### src/rtl/core/dcbc_pkg.sv
// Package with DES tables, permutation functions and shared types for the DES-CBC block.
package dcbc_pkg;

   localparam int unsigned BLOCK_BITS = 64;
   localparam int unsigned HALF_KEY_BITS = 28;
   localparam int unsigned SUBKEY_BITS = 48;
   localparam int unsigned KEY_PERM_BITS = 56;
   localparam int unsigned NUM_ROUNDS = 16;
   localparam int unsigned ROUND_BITS = 4;

   localparam logic [1:0] CSR_KEY = 2'd0;
   localparam logic [1:0] CSR_IV = 2'd1;
   localparam logic [1:0] CSR_MODE = 2'd2;

   typedef enum logic [1:0] {
      ST_IDLE,
      ST_ROUND,
      ST_DONE
   } state_type;

   typedef struct packed {
      logic load;
      logic round;
      logic finish;
   } dp_cmd_type;

   typedef struct packed {
      logic last_round;
   } dp_status_type;

   localparam logic [7:0] TAB_IP [64] = '{
      58,50,42,34,26,18,10,2,60,52,44,36,28,20,12,4,62,54,46,38,30,22,14,6,64,56,48,40,32,24,16,8,
      57,49,41,33,25,17,9,1,59,51,43,35,27,19,11,3,61,53,45,37,29,21,13,5,63,55,47,39,31,23,15,7};
   localparam logic [7:0] TAB_FP [64] = '{
      40,8,48,16,56,24,64,32,39,7,47,15,55,23,63,31,38,6,46,14,54,22,62,30,37,5,45,13,53,21,61,29,
      36,4,44,12,52,20,60,28,35,3,43,11,51,19,59,27,34,2,42,10,50,18,58,26,33,1,41,9,49,17,57,25};
   localparam logic [7:0] TAB_E [48] = '{
      32,1,2,3,4,5,4,5,6,7,8,9,8,9,10,11,12,13,12,13,14,15,16,17,
      16,17,18,19,20,21,20,21,22,23,24,25,24,25,26,27,28,29,28,29,30,31,32,1};
   localparam logic [7:0] TAB_P [32] = '{
      16,7,20,21,29,12,28,17,1,15,23,26,5,18,31,10,2,8,24,14,32,27,3,9,19,13,30,6,22,11,4,25};
   localparam logic [7:0] TAB_PC1 [56] = '{
      57,49,41,33,25,17,9,1,58,50,42,34,26,18,10,2,59,51,43,35,27,19,11,3,60,52,44,36,
      63,55,47,39,31,23,15,7,62,54,46,38,30,22,14,6,61,53,45,37,29,21,13,5,28,20,12,4};
   localparam logic [7:0] TAB_PC2 [48] = '{
      14,17,11,24,1,5,3,28,15,6,21,10,23,19,12,4,26,8,16,7,27,20,13,2,
      41,52,31,37,47,55,30,40,51,45,33,48,44,49,39,56,34,53,46,42,50,36,29,32};
   localparam logic [15:0] TAB_ROT_TWO = 16'b0011_1111_0111_1110;
   localparam logic [3:0] TAB_SBOX [8][64] = '{
      '{14,4,13,1,2,15,11,8,3,10,6,12,5,9,0,7,0,15,7,4,14,2,13,1,10,6,12,11,9,5,3,8,
        4,1,14,8,13,6,2,11,15,12,9,7,3,10,5,0,15,12,8,2,4,9,1,7,5,11,3,14,10,0,6,13},
      '{15,1,8,14,6,11,3,4,9,7,2,13,12,0,5,10,3,13,4,7,15,2,8,14,12,0,1,10,6,9,11,5,
        0,14,7,11,10,4,13,1,5,8,12,6,9,3,2,15,13,8,10,1,3,15,4,2,11,6,7,12,0,5,14,9},
      '{10,0,9,14,6,3,15,5,1,13,12,7,11,4,2,8,13,7,0,9,3,4,6,10,2,8,5,14,12,11,15,1,
        13,6,4,9,8,15,3,0,11,1,2,12,5,10,14,7,1,10,13,0,6,9,8,7,4,15,14,3,11,5,2,12},
      '{7,13,14,3,0,6,9,10,1,2,8,5,11,12,4,15,13,8,11,5,6,15,0,3,4,7,2,12,1,10,14,9,
        10,6,9,0,12,11,7,13,15,1,3,14,5,2,8,4,3,15,0,6,10,1,13,8,9,4,5,11,12,7,2,14},
      '{2,12,4,1,7,10,11,6,8,5,3,15,13,0,14,9,14,11,2,12,4,7,13,1,5,0,15,10,3,9,8,6,
        4,2,1,11,10,13,7,8,15,9,12,5,6,3,0,14,11,8,12,7,1,14,2,13,6,15,0,9,10,4,5,3},
      '{12,1,10,15,9,2,6,8,0,13,3,4,14,7,5,11,10,15,4,2,7,12,9,5,6,1,13,14,0,11,3,8,
        9,14,15,5,2,8,12,3,7,0,4,10,1,13,11,6,4,3,2,12,9,5,15,10,11,14,1,7,6,0,8,13},
      '{4,11,2,14,15,0,8,13,3,12,9,7,5,10,6,1,13,0,11,7,4,9,1,10,14,3,5,12,2,15,8,6,
        1,4,11,13,12,3,7,14,10,15,6,8,0,5,9,2,6,11,13,8,1,4,10,7,9,5,0,15,14,2,3,12},
      '{13,2,8,4,6,15,11,1,10,9,3,14,5,0,12,7,1,15,13,8,10,3,7,4,12,5,6,11,0,14,9,2,
        7,11,4,1,9,12,14,2,0,6,10,13,15,3,5,8,2,1,14,7,4,10,8,13,15,12,9,0,5,6,3,11}};

   function automatic logic [63:0] perm_ip(input logic [63:0] v);
      logic [63:0] r;
      for (int i = 0; i < 64; i++) r[63-i] = v[64-TAB_IP[i]];
      return r;
   endfunction

   function automatic logic [63:0] perm_fp(input logic [63:0] v);
      logic [63:0] r;
      for (int i = 0; i < 64; i++) r[63-i] = v[64-TAB_FP[i]];
      return r;
   endfunction

   function automatic logic [55:0] perm_pc1(input logic [63:0] v);
      logic [55:0] r;
      for (int i = 0; i < 56; i++) r[55-i] = v[64-TAB_PC1[i]];
      return r;
   endfunction

   function automatic logic [47:0] perm_pc2(input logic [55:0] v);
      logic [47:0] r;
      for (int i = 0; i < 48; i++) r[47-i] = v[56-TAB_PC2[i]];
      return r;
   endfunction

   function automatic logic [31:0] round_f(input logic [31:0] r, input logic [47:0] k);
      logic [47:0] x;
      logic [5:0] six;
      logic [31:0] s;
      logic [31:0] p;
      for (int i = 0; i < 48; i++) x[47-i] = r[32-TAB_E[i]];
      x = x ^ k;
      for (int i = 0; i < 8; i++) begin
         six = x[47-6*i -: 6];
         s[31-4*i -: 4] = TAB_SBOX[i][{six[5], six[0], six[4:1]}];
      end
      for (int i = 0; i < 32; i++) p[31-i] = s[32-TAB_P[i]];
      return p;
   endfunction

endpackage

### src/rtl/core/dcbc_ctrl.sv
// Controller state machine that sequences the sixteen DES rounds and the result handshake.
module dcbc_ctrl
   import dcbc_pkg::*;
(
   input  logic          clock,
   input  logic          reset,
   input  logic          req_valid,
   output logic          req_ready,
   output logic          rsp_valid,
   input  logic          rsp_ready,
   input  dp_status_type status,
   output dp_cmd_type    cmd
);

   state_type state_ff, state_in;

   always_ff @(posedge clock) begin
      if (reset) begin
         state_ff <= ST_IDLE;
      end else begin
         state_ff <= state_in;
      end
   end

   always_comb begin
      state_in = state_ff;
      unique case (state_ff)
         ST_IDLE: begin
            if (req_valid) state_in = ST_ROUND;
         end
         ST_ROUND: begin
            if (status.last_round) state_in = ST_DONE;
         end
         ST_DONE: begin
            if (rsp_ready) state_in = ST_IDLE;
         end
         default: state_in = ST_IDLE;
      endcase
   end

   always_comb begin
      req_ready = 1'b0;
      rsp_valid = 1'b0;
      cmd = '0;
      unique case (state_ff)
         ST_IDLE: begin
            req_ready = 1'b1;
            cmd.load = req_valid;
         end
         ST_ROUND: begin
            cmd.round = 1'b1;
            cmd.finish = status.last_round;
         end
         ST_DONE: begin
            rsp_valid = 1'b1;
         end
         default: ;
      endcase
   end

   a_cmd_excl: assert property (@(posedge clock) disable iff (reset)
      !(cmd.load && cmd.round)) else $error("load and round commands overlap");
   a_done_after_last: assert property (@(posedge clock) disable iff (reset)
      cmd.finish |=> rsp_valid) else $error("result not shown after last round");
   a_no_req_busy: assert property (@(posedge clock) disable iff (reset)
      rsp_valid |-> !req_ready) else $error("input taken while result pending");

endmodule

### src/rtl/core/dcbc_dp.sv
// Datapath with the shared DES round unit, key schedule registers and CBC chaining register.
module dcbc_dp
   import dcbc_pkg::*;
(
   input  logic          clock,
   input  logic          reset,
   input  dp_cmd_type    cmd,
   output dp_status_type status,
   input  logic [63:0]   req_data_block,
   input  logic          req_chain_start,
   input  logic [63:0]   key,
   input  logic [63:0]   iv,
   input  logic          dec,
   output logic [63:0]   rsp_result_block
);

   logic [ROUND_BITS-1:0] round_ff, round_in;
   logic [27:0] c_ff, c_in, d_ff, d_in;
   logic [31:0] l_ff, l_in, r_ff, r_in;
   logic [63:0] chain_ff, chain_in;
   logic [63:0] data_ff, data_in;
   logic [63:0] result_ff, result_in;
   logic        dec_ff, dec_in;

   logic [55:0] cd0;
   logic [63:0] ip_val, fin_val, chain_sel, des_out;
   logic [27:0] c_nx, d_nx, c_rot, d_rot;
   logic [47:0] subkey;
   logic        two;

   assign cd0 = perm_pc1(key);
   assign chain_sel = req_chain_start ? iv : chain_ff;
   assign ip_val = perm_ip(dec ? req_data_block : (req_data_block ^ chain_sel));
   assign two = TAB_ROT_TWO[4'(NUM_ROUNDS-1) - round_ff];

   always_comb begin
      // Encrypt rotates left before use; decrypt uses the current pair, then rotates right.
      if (two) begin
         c_rot = {c_ff[25:0], c_ff[27:26]};
         d_rot = {d_ff[25:0], d_ff[27:26]};
      end else begin
         c_rot = {c_ff[26:0], c_ff[27]};
         d_rot = {d_ff[26:0], d_ff[27]};
      end
      if (dec_ff) begin
         subkey = perm_pc2({c_ff, d_ff});
         if (TAB_ROT_TWO[4'(NUM_ROUNDS-1) - (round_ff + 4'd1)]) begin
            c_nx = {c_ff[1:0], c_ff[27:2]};
            d_nx = {d_ff[1:0], d_ff[27:2]};
         end else begin
            c_nx = {c_ff[0], c_ff[27:1]};
            d_nx = {d_ff[0], d_ff[27:1]};
         end
      end else begin
         subkey = perm_pc2({c_rot, d_rot});
         c_nx = c_rot;
         d_nx = d_rot;
      end
   end

   assign fin_val = perm_fp({l_ff ^ round_f(r_ff, subkey), r_ff});
   assign des_out = dec_ff ? (fin_val ^ data_ff) : fin_val;

   always_comb begin
      round_in = round_ff;
      c_in = c_ff;
      d_in = d_ff;
      l_in = l_ff;
      r_in = r_ff;
      chain_in = chain_ff;
      data_in = data_ff;
      result_in = result_ff;
      dec_in = dec_ff;
      if (cmd.load) begin
         round_in = '0;
         dec_in = dec;
         // Decrypt starts from K16, whose C and D equal the PC-1 output.
         c_in = cd0[55:28];
         d_in = cd0[27:0];
         l_in = ip_val[63:32];
         r_in = ip_val[31:0];
         data_in = dec ? chain_sel : 64'd0;
         chain_in = dec ? req_data_block : chain_ff;
      end else if (cmd.round) begin
         round_in = round_ff + 4'd1;
         c_in = c_nx;
         d_in = d_nx;
         l_in = r_ff;
         r_in = l_ff ^ round_f(r_ff, subkey);
         if (cmd.finish) begin
            result_in = des_out;
            if (!dec_ff) chain_in = des_out;
         end
      end
   end

   always_ff @(posedge clock) begin
      if (reset) begin
         round_ff <= '0;
         chain_ff <= '0;
      end else begin
         round_ff <= round_in;
         chain_ff <= chain_in;
      end
   end

   always_ff @(posedge clock) begin
      c_ff <= c_in;
      d_ff <= d_in;
      l_ff <= l_in;
      r_ff <= r_in;
      data_ff <= data_in;
      result_ff <= result_in;
      dec_ff <= dec_in;
   end

   assign status.last_round = (round_ff == 4'(NUM_ROUNDS-1));
   assign rsp_result_block = result_ff;

   a_round_start: assert property (@(posedge clock) disable iff (reset)
      cmd.load |=> round_ff == '0) else $error("round counter not cleared on load");
   a_finish_last: assert property (@(posedge clock) disable iff (reset)
      cmd.finish |-> status.last_round) else $error("finish before last round");
   a_chain_dec: assert property (@(posedge clock) disable iff (reset)
      (cmd.load && dec) |=> chain_ff == $past(req_data_block))
      else $error("decrypt chain not updated");

endmodule

### src/rtl/core/des_cbc_block_cipher_top.sv
// Top level of the DES-CBC block cipher with configuration registers.
// A 64-bit block is loaded at its acceptance edge and then runs sixteen rounds through a single
// shared round unit, and its result is held in an output register until taken. The block returns
// to idle in the cycle after the result transaction. A new block is accepted only after the
// previous result transaction, since the CBC chain value of each block depends on the one before.
module des_cbc_block_cipher_top
   import dcbc_pkg::*;
(
   input  logic        clock,
   input  logic        reset,
   input  logic        req_valid,
   output logic        req_ready,
   input  logic [63:0] req_data_block,
   input  logic        req_chain_start,
   output logic        rsp_valid,
   input  logic        rsp_ready,
   output logic [63:0] rsp_result_block,
   input  logic        csr_valid,
   output logic        csr_ready,
   input  logic [1:0]  csr_index,
   input  logic [63:0] csr_data
);

   logic [63:0] key_ff, iv_ff;
   logic        mode_ff;
   dp_cmd_type    cmd;
   dp_status_type status;

   assign csr_ready = 1'b1;

   always_ff @(posedge clock) begin
      if (reset) begin
         key_ff <= '0;
         iv_ff <= '0;
         mode_ff <= 1'b0;
      end else if (csr_valid) begin
         unique case (csr_index)
            CSR_KEY: key_ff <= csr_data;
            CSR_IV: iv_ff <= csr_data;
            CSR_MODE: mode_ff <= csr_data[0];
            default: ;
         endcase
      end
   end

   dcbc_ctrl u_ctrl (
      .clock(clock), .reset(reset), .req_valid(req_valid), .req_ready(req_ready),
      .rsp_valid(rsp_valid), .rsp_ready(rsp_ready), .status(status), .cmd(cmd)
   );

   dcbc_dp u_dp (
      .clock(clock), .reset(reset), .cmd(cmd), .status(status),
      .req_data_block(req_data_block), .req_chain_start(req_chain_start),
      .key(key_ff), .iv(iv_ff), .dec(mode_ff), .rsp_result_block(rsp_result_block)
   );

endmodule
### config.mk
export PLATFORM = sky130hd
export DESIGN_NAME = des_cbc_block_cipher_top
export DESIGN_NICKNAME = d
export VERILOG_FILES = /design/src/rtl/core/dcbc_pkg.sv /design/src/rtl/core/dcbc_ctrl.sv /design/src/rtl/core/dcbc_dp.sv /design/src/rtl/core/des_cbc_block_cipher_top.sv
export SDC_FILE = /design/constraint.sdc
export NUM_CORES = 1
export LEC_CHECK = 0
export ABC_AREA = 1
export BUFFER_PORTS_ARGS = -buffer_cell sky130_fd_sc_hd__clkbuf_2
export CAP_MARGIN = 0
export CORE_AREA = 2 2 358 289
export DETAILED_ROUTE_END_ITERATION = 16
export DIE_AREA = 0 0 360 291
export SLEW_MARGIN = 20
export SYNTH_ARGS = -nofsm -noshare
export SYNTH_HDL_FRONTEND = slang
export SYNTH_HIERARCHICAL = 1
export SYNTH_SLANG_ARGS = --single-unit
### constraint.sdc
create_clock -name clock -period 15 [get_ports clock]
set_input_delay 2.25 -clock clock [delete_from_list [all_inputs] [get_ports clock]]
set_output_delay 2.25 -clock clock [all_outputs]
set_load 0.01 [all_outputs]
Word level (Yosys, flattened, before mapping)

Memory sizes are Yosys's and may differ from the RTL's.
Index checks and enable logic that the tools add are counted.

Register bits after elaboration: 448
Bits in latches: 0
Bits in writable memories: 0
ROM bits: 2080
Bits of input ports: 136
Output and inout bits: 67
Memories: 10

Add/subtract/negate cells: 3
Multipliers: 0
Divide/modulo/power cells: 0
$lt $le $gt $ge: 10
Equality and inequality tests: 10
Shifts and indexed selects: 0
Multiplexer cells: 49
Bitwise gates (word level): 13
Reductions and logical operators: 11

Memory list:

| memory          | words | width | rd ports | clocked after Yosys merged registers in | write ports | RTL line        | source |
|---|---|---|---|---|---|---|---|
| (no name shown) | 64    | 4     | 1        | 0                                       | 0           | dcbc_pkg.sv:100 | `s[31-4*i -: 4] = TAB_SBOX[i][{six[5], six[0], six[4:1]}];` |
| (no name shown) | 64    | 4     | 1        | 0                                       | 0           | dcbc_pkg.sv:100 |  |
| (no name shown) | 64    | 4     | 1        | 0                                       | 0           | dcbc_pkg.sv:100 |  |
| (no name shown) | 64    | 4     | 1        | 0                                       | 0           | dcbc_pkg.sv:100 |  |
| (no name shown) | 64    | 4     | 1        | 0                                       | 0           | dcbc_pkg.sv:100 |  |
| (no name shown) | 64    | 4     | 1        | 0                                       | 0           | dcbc_pkg.sv:100 |  |
| +4 memories     | n/a   | n/a   | n/a      | n/a                                     | n/a         | n/a             |  |

Operators with widths:

| operator                                                                      | number |
|---|---|
| 64-bit two-way mux                                                            | 8 |
| 28-bit two-way mux                                                            | 10 |
| 32-bit two-way mux                                                            | 4 |
| 64-bit bitwise XOR                                                            | 2 |
| 4-bit two-way mux                                                             | 16 |
| 7-bit >= comparator (second input constant)                                   | 8 |
| 6-bit NOT with 7-bit output                                                   | 8 |
| 48-bit two-way mux                                                            | 1 |
| 48-bit bitwise XOR                                                            | 1 |
| 32-bit bitwise XOR                                                            | 1 |
| 4-bit by 5-bit less-than comparator with 1-bit output (second input constant) | 2 |
| 2-bit two-way mux                                                             | 4 |
| 2-bit inequality test (second input constant)                                 | 4 |
| 4-bit subtractor (first input constant)                                       | 2 |
| 2-bit case mux with 3 select lines                                            | 1 |
| 2-bit AND reduction                                                           | 3 |
| 3-bit AND reduction                                                           | 2 |
| 1-bit two-way mux                                                             | 5 |
| 4-bit by 1-bit adder with 4-bit output (second input constant)                | 1 |
| 2-bit by 1-bit == test with 1-bit output (second input constant)              | 2 |
| 2-bit == test (second input constant)                                         | 2 |
| 4-bit == test (second input constant)                                         | 1 |
| 2-bit logical NOT                                                             | 2 |
| 4-bit AND reduction                                                           | 1 |
| 4 further kinds                                                               | 5 |

Longest topological paths before layout

Depth after elaboration: 17
Mapped depth: 27
Depth with buffers taken out: 26

Cells and area by module

Netlist, hierarchy kept.

Modules (own cells, without submodules):

| module                   | instances | cells each | area an instance (um^2) |
|---|---|---|---|
| dcbc_dp                  | 1         | 3335       | 23543.8 |
| des_cbc_block_cipher_top | 1         | 838        | 5470.2 |
| dcbc_ctrl                | 1         | 16         | 106.4 |

Worst setup path after synthesis

Ideal clock, no wire load.

Path type: input port to flip-flop
Start: in req_valid
End: reg u_dp.chain_ff[30]
Arrival: 7.295 ns
Data required time: 14.881 ns
Path slack: 7.585 ns
Stages: 12
Buffers on the path: 2
Cells stage by stage: nand2_1 -> inv_1 -> inv_2 -> nand2_1 -> nor2_1 -> nand2_1 -> nand2_1 -> inv_1 -> clkbuf_1 -> clkbuf_1 -> a21oi_1 -> a21oi_1

RTL lines:

| what                   | RTL line                       | source |
|---|---|---|
| start: declaration     | des_cbc_block_cipher_top.sv:11 | `input logic req_valid,` |
| end signal: assignment | dcbc_dp.sv:103                 | `chain_ff <= chain_in;` |
| end: declaration       | dcbc_dp.sv:20                  | `logic [63:0] chain_ff, chain_in;` |

==> implementation parameters <==
Parameter                              Value

Placed design
  Setup WS pre-CTS    8.27 ns
  Sum of net half-perimeters after detailed placement    85.1 mm
  GP Congestion    around 0.96
  Number of placed instances with taps included    5496
  Buffers added on ports    201
  Cell area reported after detailed placement    0.0307 mm²

Global routing
  Gr ovfl total    0
  Global-route usage over all layers    around a fifth
  Global-route wire length before repair    around 170 mm
  Vias in the first global route    25300
  Pin count of the biggest net entering global routing    84
  Antenna violations before repair    14

Critical path
  Arrival @ worst endpoint    6.72 ns
  Chain of cells forming the critical path    clkbuf_2, nand2_1, inv_8, inv_6, nand2_1, nor2_4, buf_4, nand2_1, nand2_4, inv_2, buf_4, a21oi_1, nand2_1, a21oi_1
  End of the critical path    u_dp/chain_ff[6]
  Critical path origin    req_valid
  Reg2Reg Capture Point    u_dp/r_ff[0]
  Most common cell type on the critical path    nand2_1
  Worst R2R Start    u_dp/dec_ff
  Category of the worst setup path capture point    register
  Depth of the worst register-to-register path    19
  Crit Path Class    in2reg
  Count of buffering cells on the critical path with inverters included    6
  Max stage delay cell, worst path    buf_4
  Reg-to-reg setup timing slack    9.67 ns
  Largest driver fanout on the critical path    73
  Cell family with most CP delay    buffers and inverters
  Logic depth of the worst setup path including buffers    14
  Worst setup SP type    input port
  Delay of the slowest critical-path stage    0.81 ns
  Data required time at the worst endpoint    about 16 ns

Route
  Number of DRC markers after the initial detailed-route iteration    between 3000 and 4000
  Total DRC errors in the routed layout    0
  Via count    28500
  Detailed-route wire length per cell    20.7 µm
  Total wire length    116 mm
  Via/cell ratio    5.10
  Number of iterations in the first detailed-routing pass    6
  Number of nets with antenna violations after detailed routing    0

STA
  Setup violations, final    0
  Period Utilization, post-route    41.2%
  Unrepaired setup endpoints after global routing    no
  Peak Freq    162 MHz
  Final-report hold violation count    0
  Final slew viol count    0
  Post-layout minimum cycle time    6.18 ns
  Summed negative setup slack over all endpoints    0 ns
  Worst slew slack as a fraction of its limit    between 20 and 30%
  Least-Margin Pin Slew    1.06 ns
  Worst setup skew after layout    approximately 0.048 ns
  Post-route setup slack    8.82 ns

Clock network
  Number of buffers inserted during clock tree synthesis    52
  Sink Count    440
  CTS max path bufs    3
  Clock tree from TritonCTS    built
  Number of buffers added to fix hold violations after cts    0
  Clock network latency to the later pin of the worst-skew pair    between 0.6 and 0.7 ns
  Number of instances resized during post-cts repair    0
  # Post-CTS Setup Buffers    0
  Clock transition at path regs    ~0.06 ns
  CTS HTree Levels    2
  Clock root cell    clkbuf_16

Synthesis
  Cell area after technology mapping    0.0288 mm²
  Number of warnings printed during yosys synthesis    6
  Synthesized area per cell    a little under 7 µm²
  Gate count of the mapped netlist    4141
  Synthesized Nets    4343

Power and ir drop
  Leakage Power    15.2 nW
  Peak supply drop    0.0903 mV
  PD cells    about 180 mW/mm²

Floorplanning
  Placeable core region    0.102 mm²
  Number of rows created at floorplan    around 110
  Num ports    203
  Vertical die dimension    291 µm
  Floorplan die width    360 µm
  Area of the die    ~0.10 mm²
  Starting Density    about 28%

Run status
  Run status    complete, no violations

Finish
  Layout overhead on the synthesized area    12.8%
  Layout Utilization    32.0%
  Ratio of cells with drive above 1 in the final layout    10.0%
  Final Cell Area    0.0325 mm²
  Filler-free cell count of the finished design    5596
  Nets    4415

Job
  Max-cap violations    0

Worst hold path
  Class of the worst hold path    reg2reg
## worst min-delay path, delay by kind of cell (launching register included)
family	cells	cell delay (ns)
DFF	1	0.31
AOI/OAI and AO/OA	1	0.06
and+or+nand+nor	1	0.06
## per-layer routing
metal  part of all wire (%)  GRT usage (%)  up-vias  wire (µm)
li1                       -              -    13600          -
met1                     44           31.0    13300      51300
met2                     40           30.1     1489      46500
met3                     13           6.31      153      14800
met4                    2.8           5.64       10       3200
met5                  0.056              0        -         65
## final cells by class
cell class                      count  area (µm²)
Clock buffer                       70        1480
Sequential cell                   440       11300
Timing Repair Buffer              227        1210
Inverter                          442        1680
Tap cell                         1337        1670
Clock inverter                     28         300
Fill cell                       11000       69100
Multi-Input combinational cell   3050       14800
Antenna cell                        2        5.00
## per-stage QoR
stage | total power [mW] | hold slack [ns]
after floorplan | 3.50 | 0.428
after global placement | 4.36 | 0.462
after detailed placement | 4.36 | 0.461
after CTS | 5.70 | 0.471
after global routing | 6.14 | 0.507
final | 5.78 | 0.478
## report_power, final
part	switching [mW]	total, mW	leakage (nW)	internal (mW)
clock network	0.566	1.33	0.863	0.766
registers	0.174	1.65	3.99	1.48
logic	2.02	2.80	10.3	0.786
total	2.76	5.78	15.2	3.03
## registers in the layout (all words and copies together) (netlist names)
| register | count |
|---|---|
| iv_ff | 64 |
| u_dp/chain_ff | 64 |
| u_dp/data_ff | 64 |
| u_dp/rsp_result_block | 64 |
| key_ff | 56 |
| u_dp/l_ff | 32 |
| u_dp/r_ff | 32 |
| u_dp/c_ff | 28 |
| u_dp/d_ff | 28 |
| u_dp/round_ff | 4 |
| u_ctrl/state_ff | 2 |
| mode_ff | 1 |
| u_dp/dec_ff | 1 |
## cell usage in the layout, fill, tap and decap left out, types with 5 or more instances in the layout
master	instances
a21oi_1	221
clkbuf_1	9
dfxtp_1	190
clkbuf_16	54
nand2_1	1262
ha_1	66
o31ai_1	8
nand2_2	33
inv_2	18
xnor2_1	30
o211ai_1	20
xor2_2	15
inv_1	418
edfxtp_1	249
nor2_1	342
and2_1	31
o21ai_0	263
nand3_1	594
nand3b_1	21
clkinv_1	7
nand2_4	5
nand3_2	18
clkbuf_8	7
o2111ai_1	6
o21ai_2	9
mux2i_1	33
clkbuf_2	199
buf_4	28
o21ai_1	15
clkinv_2	11
xor2_1	37
## worst min-delay path by stage
stage / from / depth (start not counted) / end / slack (ns)
2_1_floorplan: mode_ff / 0 / u_dp/dec_ff / 0.43
3_3_place_gp: key_ff[35] / 2 / key_ff[35] / 0.46
3_5_place_dp: u_dp/chain_ff[6] / 2 / u_dp/chain_ff[6] / 0.46
4_1_cts: u_dp/chain_ff[6] / 2 / u_dp/chain_ff[6] / 0.47
5_1_grt: key_ff[26] / 2 / key_ff[26] / 0.51
6_report: u_dp/chain_ff[6] / 2 / u_dp/chain_ff[6] / 0.48
No activity file was read; power rests on OpenSTA's default activity.
